--- src/rtl/pdfs_pkg.sv ---
`default_nettype none

package pdfs_pkg;

   localparam int unsigned CSR_INDEX_W = 3;
   localparam int unsigned CSR_DATA_W = 8;

   localparam logic [CSR_INDEX_W-1:0] CSR_STATION_ID = 3'd0;
   localparam logic [CSR_INDEX_W-1:0] CSR_INFO_BITS = 3'd1;
   localparam logic [CSR_INDEX_W-1:0] CSR_HUMIDITY = 3'd2;
   localparam logic [CSR_INDEX_W-1:0] CSR_FOOTER_BITS = 3'd3;
   localparam logic [CSR_INDEX_W-1:0] CSR_REPEAT_COUNT = 3'd4;
   localparam logic [CSR_INDEX_W-1:0] CSR_ONE_TICKS = 3'd5;
   localparam logic [CSR_INDEX_W-1:0] CSR_ZERO_TICKS = 3'd6;
   localparam logic [CSR_INDEX_W-1:0] CSR_GAP_TICKS = 3'd7;

   localparam logic [7:0] RST_STATION_ID = 8'd95;
   localparam logic [7:0] RST_INFO_BITS = 8'd0;
   localparam logic [7:0] RST_HUMIDITY = 8'd110;
   localparam logic [7:0] RST_FOOTER_BITS = 8'd184;
   localparam logic [4:0] RST_REPEAT_COUNT = 5'd20;
   localparam logic [7:0] RST_ONE_TICKS = 8'd9;
   localparam logic [7:0] RST_ZERO_TICKS = 8'd4;
   localparam logic [7:0] RST_GAP_TICKS = 8'd18;

   localparam logic [5:0] POS_START = 6'd11;
   localparam logic [4:0] SHIFT_START = 5'd11;
   localparam logic [9:0] TEMP_START = 10'd1023;

   localparam logic [5:0] POS_INFO_START = 6'd8;
   localparam logic [5:0] POS_INFO_END = 6'd14;
   localparam logic [5:0] POS_TEMP_AREA = 6'd16;
   localparam logic [5:0] POS_TEMP_START = 6'd22;
   localparam logic [5:0] POS_HUMI_START = 6'd32;
   localparam logic [5:0] POS_FOOTER_START = 6'd40;
   localparam logic [5:0] POS_FRAME_END = 6'd45;
   localparam logic [4:0] TEMP_FIRST_SHIFT = 5'd6;

   localparam logic [15:0] MASK_NARROW = 16'h0080;
   localparam logic [15:0] MASK_WIDE = 16'h8000;

   typedef struct packed {
      logic [7:0] station_id;
      logic [7:0] info_bits;
      logic [7:0] humidity;
      logic [7:0] footer_bits;
      logic [4:0] repeat_count;
      logic [7:0] one_ticks;
      logic [7:0] zero_ticks;
      logic [7:0] gap_ticks;
   } cfg_type;

   typedef struct packed {
      logic        enable;
      logic        load;
      logic [15:0] raw_reading;
   } step_type;

   typedef struct packed {
      logic pin_high;
      logic sending;
   } result_type;

endpackage

`default_nettype wire

--- src/rtl/pdfs_core.sv ---
`default_nettype none

module pdfs_core
   import pdfs_pkg::*;
(
   input  wire        clock,
   input  wire        reset,
   input  cfg_type    cfg,
   input  step_type   step,
   output result_type result
);

   logic [7:0]  tick_counter_ff, tick_counter_in;
   logic [7:0]  symbol_length_ff, symbol_length_in;
   logic [5:0]  bit_position_ff, bit_position_in;
   logic [4:0]  shift_amount_ff, shift_amount_in;
   logic        wide_mask_ff, wide_mask_in;
   logic [4:0]  repeats_left_ff, repeats_left_in;
   logic [9:0]  temperature_ff, temperature_in;

   logic [15:0] src;
   logic [15:0] sel;
   logic        symbol_start;
   logic [7:0]  tick_inc;
   logic [6:0]  frac_times5;
   logic [9:0]  whole;
   logic [9:0]  converted;

   // Tenths of a degree: floor(raw / 16) * 10 + (5 * (raw mod 16)) / 8, low 10 bits.
   assign whole = step.raw_reading[13:4];
   assign frac_times5 = {1'b0, step.raw_reading[3:0], 2'b00} + 7'(step.raw_reading[3:0]);
   assign converted = {whole[6:0], 3'b000} + {whole[8:0], 1'b0} + 10'(frac_times5[6:3]);

   always_comb begin
      if (bit_position_ff < POS_INFO_START) begin
         src = 16'(cfg.station_id);
      end else if (bit_position_ff < POS_TEMP_AREA) begin
         src = 16'(cfg.info_bits);
      end else if (bit_position_ff < POS_HUMI_START) begin
         src = 16'(temperature_ff);
      end else if (bit_position_ff < POS_FOOTER_START) begin
         src = 16'(cfg.humidity);
      end else begin
         src = 16'(cfg.footer_bits);
      end
   end

   assign sel = (wide_mask_ff ? MASK_WIDE : MASK_NARROW) >> shift_amount_ff;
   assign symbol_start = (tick_counter_ff == 8'd0) && (repeats_left_ff != 5'd0);

   always_comb begin
      tick_counter_in = tick_counter_ff;
      symbol_length_in = symbol_length_ff;
      bit_position_in = bit_position_ff;
      shift_amount_in = shift_amount_ff;
      wide_mask_in = wide_mask_ff;
      repeats_left_in = repeats_left_ff;
      temperature_in = temperature_ff;
      tick_inc = 8'd0;
      if (step.enable && step.load) begin
         temperature_in = converted;
         repeats_left_in = cfg.repeat_count;
      end else if (step.enable) begin
         if (symbol_start) begin
            symbol_length_in = ((src & sel) != 16'd0) ? cfg.one_ticks : cfg.zero_ticks;
            bit_position_in = bit_position_ff + 6'd1;
            shift_amount_in = shift_amount_ff + 5'd1;
            if (bit_position_in == POS_INFO_START) begin
               shift_amount_in = 5'd0;
            end
            if (bit_position_in == POS_INFO_END) begin
               shift_amount_in = TEMP_FIRST_SHIFT;
               bit_position_in = POS_TEMP_START;
               wide_mask_in = 1'b1;
            end
            if (bit_position_in == POS_HUMI_START) begin
               shift_amount_in = 5'd0;
               wide_mask_in = 1'b0;
            end
            if (bit_position_in == POS_FOOTER_START) begin
               shift_amount_in = 5'd0;
            end
            if (bit_position_in == POS_FRAME_END) begin
               repeats_left_in = repeats_left_ff - 5'd1;
               shift_amount_in = 5'd0;
               bit_position_in = 6'd0;
               symbol_length_in = cfg.gap_ticks;
            end
         end
         tick_inc = tick_counter_ff + 8'd1;
         tick_counter_in = (tick_inc == symbol_length_in) ? 8'd0 : tick_inc;
      end
   end

   assign result.pin_high = symbol_start;
   assign result.sending = (repeats_left_in != 5'd0);

   always_ff @(posedge clock) begin
      if (reset) begin
         tick_counter_ff <= 8'd0;
         symbol_length_ff <= 8'd0;
         bit_position_ff <= POS_START;
         shift_amount_ff <= SHIFT_START;
         wide_mask_ff <= 1'b0;
         repeats_left_ff <= 5'd0;
         temperature_ff <= TEMP_START;
      end else begin
         tick_counter_ff <= tick_counter_in;
         symbol_length_ff <= symbol_length_in;
         bit_position_ff <= bit_position_in;
         shift_amount_ff <= shift_amount_in;
         wide_mask_ff <= wide_mask_in;
         repeats_left_ff <= repeats_left_in;
         temperature_ff <= temperature_in;
      end
   end

endmodule

`default_nettype wire

--- src/rtl/pulse_distance_ook_frame_sender.sv ---
// Pulse-distance on-off-keying frame sender.
// The req_ channel carries one item per timer tick or per temperature load:
// req_tuser is the action (0 tick, 1 load) and req_tdata the signed raw reading
// in sixteenths of a degree. Each tick item gives exactly one rsp_ item with the
// pin level and a flag that stays set while frame repeats remain; a load item
// converts the reading to tenths of a degree, reloads the repeat count and gives
// no rsp_ item. The csr_ port writes the eight frame and timing registers on any
// clock edge with csr_we high, and is to be used only while the block is idle.
// An accepted item is held in the input register and, once it can advance, is
// processed into the output register, which raises rsp_tvalid. One item is
// taken per clock cycle as long as the receiver keeps up; the output register
// lets the next item enter while a result waits. When the receiver stalls, the
// output register holds its item and req_tready drops once the input register
// also holds a tick. Synchronous reset empties both registers and restores all
// register and frame state to the power-up values, with the first partial frame
// after reset opening with zero bits.
`default_nettype none

module pulse_distance_ook_frame_sender
   import pdfs_pkg::*;
(
   input  wire                   clock,
   input  wire                   reset,
   input  wire                   req_tvalid,
   output logic                  req_tready,
   input  wire  [15:0]           req_tdata,   // raw_reading[15:0]
   input  wire                   req_tuser,   // action
   output logic                  rsp_tvalid,
   input  wire                   rsp_tready,
   output logic [7:0]            rsp_tdata,   // pin_high, sending, zero padding
   input  wire                   csr_we,
   input  wire  [CSR_INDEX_W-1:0] csr_index,
   input  wire  [CSR_DATA_W-1:0] csr_wdata
);

   cfg_type    cfg_ff;
   logic       in_valid_ff;
   logic       in_load_ff;
   logic [15:0] in_raw_ff;
   logic       out_valid_ff;
   result_type out_data_ff;

   step_type   step;
   result_type result;
   logic       advance;

   assign advance = in_valid_ff && (in_load_ff || !out_valid_ff || rsp_tready);
   assign req_tready = !in_valid_ff || advance;

   assign step.enable = advance;
   assign step.load = in_load_ff;
   assign step.raw_reading = in_raw_ff;

   pdfs_core u_core (
      .clock  (clock),
      .reset  (reset),
      .cfg    (cfg_ff),
      .step   (step),
      .result (result)
   );

   always_ff @(posedge clock) begin
      if (reset) begin
         cfg_ff.station_id <= RST_STATION_ID;
         cfg_ff.info_bits <= RST_INFO_BITS;
         cfg_ff.humidity <= RST_HUMIDITY;
         cfg_ff.footer_bits <= RST_FOOTER_BITS;
         cfg_ff.repeat_count <= RST_REPEAT_COUNT;
         cfg_ff.one_ticks <= RST_ONE_TICKS;
         cfg_ff.zero_ticks <= RST_ZERO_TICKS;
         cfg_ff.gap_ticks <= RST_GAP_TICKS;
      end else if (csr_we) begin
         case (csr_index)
            CSR_STATION_ID: cfg_ff.station_id <= csr_wdata;
            CSR_INFO_BITS: cfg_ff.info_bits <= csr_wdata;
            CSR_HUMIDITY: cfg_ff.humidity <= csr_wdata;
            CSR_FOOTER_BITS: cfg_ff.footer_bits <= csr_wdata;
            CSR_REPEAT_COUNT: cfg_ff.repeat_count <= csr_wdata[4:0];
            CSR_ONE_TICKS: cfg_ff.one_ticks <= csr_wdata;
            CSR_ZERO_TICKS: cfg_ff.zero_ticks <= csr_wdata;
            CSR_GAP_TICKS: cfg_ff.gap_ticks <= csr_wdata;
            default: begin
            end
         endcase
      end
   end

   always_ff @(posedge clock) begin
      if (reset) begin
         in_valid_ff <= 1'b0;
      end else if (req_tready) begin
         in_valid_ff <= req_tvalid;
      end
   end

   always_ff @(posedge clock) begin
      if (req_tready && req_tvalid) begin
         in_load_ff <= req_tuser;
         in_raw_ff <= req_tdata;
      end
   end

   always_ff @(posedge clock) begin
      if (reset) begin
         out_valid_ff <= 1'b0;
      end else if (advance && !in_load_ff) begin
         out_valid_ff <= 1'b1;
      end else if (rsp_tready) begin
         out_valid_ff <= 1'b0;
      end
   end

   always_ff @(posedge clock) begin
      if (advance && !in_load_ff) begin
         out_data_ff <= result;
      end
   end

   assign rsp_tvalid = out_valid_ff;
   assign rsp_tdata = {6'd0, out_data_ff.sending, out_data_ff.pin_high};

endmodule

`default_nettype wire

--- config.mk ---
export PLATFORM = sky130hd
export DESIGN_NAME = pulse_distance_ook_frame_sender
export DESIGN_NICKNAME = d
export VERILOG_FILES = /design/src/rtl/pdfs_pkg.sv /design/src/rtl/pdfs_core.sv /design/src/rtl/pulse_distance_ook_frame_sender.sv
export SDC_FILE = /design/constraint.sdc
export NUM_CORES = 1
export LEC_CHECK = 0
export BUFFER_PORTS_ARGS = -buffer_cell sky130_fd_sc_hd__buf_2
export CORE_ASPECT_RATIO = 0.6
export CORE_MARGIN = 2
export CORE_UTILIZATION = 60
export DETAILED_ROUTE_END_ITERATION = 12
export PLACE_DENSITY_LB_ADDON = 0.08
export SYNTH_ARGS = -nofsm -noshare
export SYNTH_HDL_FRONTEND = slang
export SYNTH_SLANG_ARGS = --single-unit
--- constraint.sdc ---
create_clock -name clock -period 8.3 [get_ports clock]
set_clock_uncertainty 0.05 [all_clocks]
set_input_delay 1.66 -clock clock [delete_from_list [all_inputs] [get_ports clock]]
set_output_delay 1.66 -clock clock [all_outputs]
set_load 0.01 [all_outputs]
==> summary.txt <==
Status -> finished clean
Worst EP required -> 6590 ps
Die Ht -> 83.74 um
Antenna-violating nets left -> 0
Leak -> 2.822 nW
Num Clock Sinks -> 122
Vias -> 5441
IO Pins -> 43
Die area -> 11460 um2
Main synth FF type -> dfxtp_1
Mapped Cells -> 751
Max IR drop VDD -> 144.8 uV
Core Region -> 10450 um2
Routed len/inst -> 17.12 um
Crit end category -> primary output
Comb pwr share -> 10.0%
Crit-path cells -> buf_2 -> nand2b_1 -> nor3b_1 -> inv_1 -> buf_2
Final setup vio count -> 0
Critical path data arrival time -> 2440 ps
Nets@finish -> 821
GRT Residual Overflow -> 0
Post-CTS Setup Inserts -> 0
Register area share after synthesis -> 40.93%
Antenna Cells -> 0
FF/Latch Area -> 2603 um2
Worst Setup Start Kind -> input pin
Post-synth ARST share -> 0%
Flops & latches, synth -> 122
Switch share -> 24.61%
Internal power -> 0.001183 W
CP top delay family -> simple AND/OR/NAND/NOR gates
Max_slew headroom -> 28.49%
Clock Path Buffers -> 2
Max cap viols -> 0
Clock Root Buffer -> clkbuf_16
Critical path type -> input pin to primary output
Power, Total -> 0.001570 W
Worst Path Buf+Inv -> 3
DR vias/cell -> 5.953
CP peak stage delay -> 320 ps
Clock power frac -> 49.5%
Die Span X -> 136.9 um
Synth area leader -> dfxtp_1
Cell Pwr Density -> 219.2 nW/um2
Vias in the first global route -> 5210
Gr usage total -> 28.26%
Share of power burned in registers -> 40.5%
Layout cells sized above 1 -> 10.84%
Unrepaired setup endpoints after global routing -> no
Cell Area, Synth -> 6359 um2
Fin. Hold Viols -> 0
Worst hold slack -> 401.2 ps
Initial DRC Count -> 393
Clk slew on worst S/H paths -> 50 ps
CTS tree -> yes
Placer Congestion -> 0.8700
Pin count of the biggest net entering global routing -> 96
Placed Cells -> 882
Worst-Margin Slew -> 1070 ps
Max-slew violation count -> 0
Psw -> 0.0003863 W
DRC Markers -> 0
DPL Wire Length -> 10480 um
Htree depth -> 4
Netlist cell types -> 64
Hold buffers post-CTS -> 0
Final period util -> 50.02%
DRT Wirelength -> 15650 um
Synth area leaders -> dfxtp_1 (33%), edfxtp_1 (7.6%), nand2_1 (7.4%), a21oi_1 (5.2%), mux2i_1 (4.6%)
Fmax -> 0.2409 GHz
PortBufs -> 33
Post-synth EDFFs -> 16
Worst Path Max Fanout -> 3
Mean Syn Cell Area -> 8.467 um2
Syn-to-layout area delta -> 12.61%
Total of cells resized after clock tree synthesis -> 0
CP most frequent cell -> buf_2
Min-delay worst type -> register to register
Clk Latency, worst-skew pair -> 420 ps
FILL cells -> 819
Cell Area, Placed -> 6531 um2
Crit path time final -> 4151 ps
DRT Pass-1 Iters -> 5
First-pass GRT wire length -> 25090 um
Non-Filler Instances -> 914
Initial antenna violation count -> 1
Area occupied by multi-input gates -> 3473 um2
Starting Density -> 60.85%
Row count -> 29
Yosys warns -> 0
Post-route cell area -> 7161 um2
Yosys top cell area share -> 33.37%
CP max-delay cell -> nor3b_1
Setup_tns -> 0 ps
CTS Buf Count -> 17
[area by class of cell]
| class | count | area share (%) |
|---|---|---|
| multi-input combinational | 563 | 48.51 |
| sequential | 122 | 36.34 |
| clock buffer | 23 | 7.286 |
| timing repair buffer | 39 | 2.936 |
| tap | 139 | 2.429 |
| clock inverter | 9 | 1.503 |
| inverter | 19 | 0.9960 |
[layer usage]
layer  track usage [%]  wire length (um)  vias up
li1                  -                 -     2647
met1             37.39              7247     2596
met4             9.841               226        2
met2             45.05              7139      169
met3             7.104              1027       27
met5                 0                 8        -
[worst register-to-register path, stage by stage (launching register included)]
cell,delay (ps)
dfxtp_1,1000
mux2i_1,370
a211oi_1,120
o21ai_0,250
a31oi_1,140
nor4_2,290
buf_4,270
mux2i_1,330
a21oi_1,110
a31o_2,250
nor4_4,530
a211oi_1,150
[flip-flops by register name, summed over array words and instances (netlist names), 2 cells and up]
register                 flops
cfg_ff                      61
in_raw_ff                   13
rsp_tdata                    2
u_core.bit_position_ff       6
u_core.repeats_left_ff       5
u_core.shift_amount_ff       5
u_core.symbol_length_ff      8
u_core.temperature_ff       10
u_core.tick_counter_ff       8
[path summary, 6_finish.rpt]
path	startpoint	to	slack, ps	cells past startpoint
worst max-delay path	rsp_tready	req_tready	4150	5
worst min-delay path	cfg_ff[31]	cfg_ff[31]	400	2
worst max register to register	u_core.bit_position_ff[3]	u_core.tick_counter_ff[4]	4270	11
worst min register to register	cfg_ff[31]	cfg_ff[31]	400	2
[synth_stat cells (3+ instances only)]
cell type,count
nand2_1,126
o21ai_1,4
buf_4,8
nand3b_1,12
nor2_1,61
buf_1,6
nand3_1,27
xnor2_1,25
nand4_1,5
inv_1,18
a31oi_1,5
o31ai_1,5
edfxtp_1,16
nand2b_1,7
xor2_1,10
dfxtp_1,106
a21oi_1,66
ha_1,23
or2_2,3
nor3_1,12
nor4_1,6
mux2i_1,29
a211oi_1,12
o41ai_1,4
o21bai_1,5
nor2b_1,17
or3_1,6
o21ai_0,22
clkbuf_1,29
buf_2,7
mux2_2,3
a211o_1,14
o211ai_1,11
fa_1,3
[layout by cell type (no fill, tap or decap), types with 22 or more instances in the layout]
master / instances
xnor2_1: 25
nor2_1: 61
mux2i_1: 29
ha_1: 23
dfxtp_1: 106
nand2_1: 126
nand3_1: 27
buf_2: 33
a21oi_1: 66
o21ai_0: 22
[logic make-up after synthesis]
family | share of synthesized area (%)
multiplexers | 5.273
adder cells (fa/ha/maj) | 5.470
XOR/XNOR | 4.821
AND/OR/NAND/NOR | 22.83
flip-flops | 40.93
AO/OA/AOI/OAI | 15.78
other | 0.05898
buffers and inverters | 4.840
[power by group through the flow]
stage,sequential (W),clock [W],combinational [W]
finish,0.000636,0.000777,0.000156
global route,0.000638,0.000805,0.000174
CTS,0.000636,0.000780,0.000155
detailed placement,0.000648,0,0.000152
global placement,0.000647,0,0.000148
floorplan,0.000641,0,0.000120
[through the flow]
stage | setup WS [ps] | util, %
2_1_floorplan | 4389 | -
3_3_place_gp | 4168 | 62.50
3_5_place_dp | 4073 | 62.50
4_1_cts | 4149 | 68.52
5_1_grt | 4001 | 68.52
6_report | 4149 | 68.52
No activity file was read; power rests on OpenSTA's default activity.
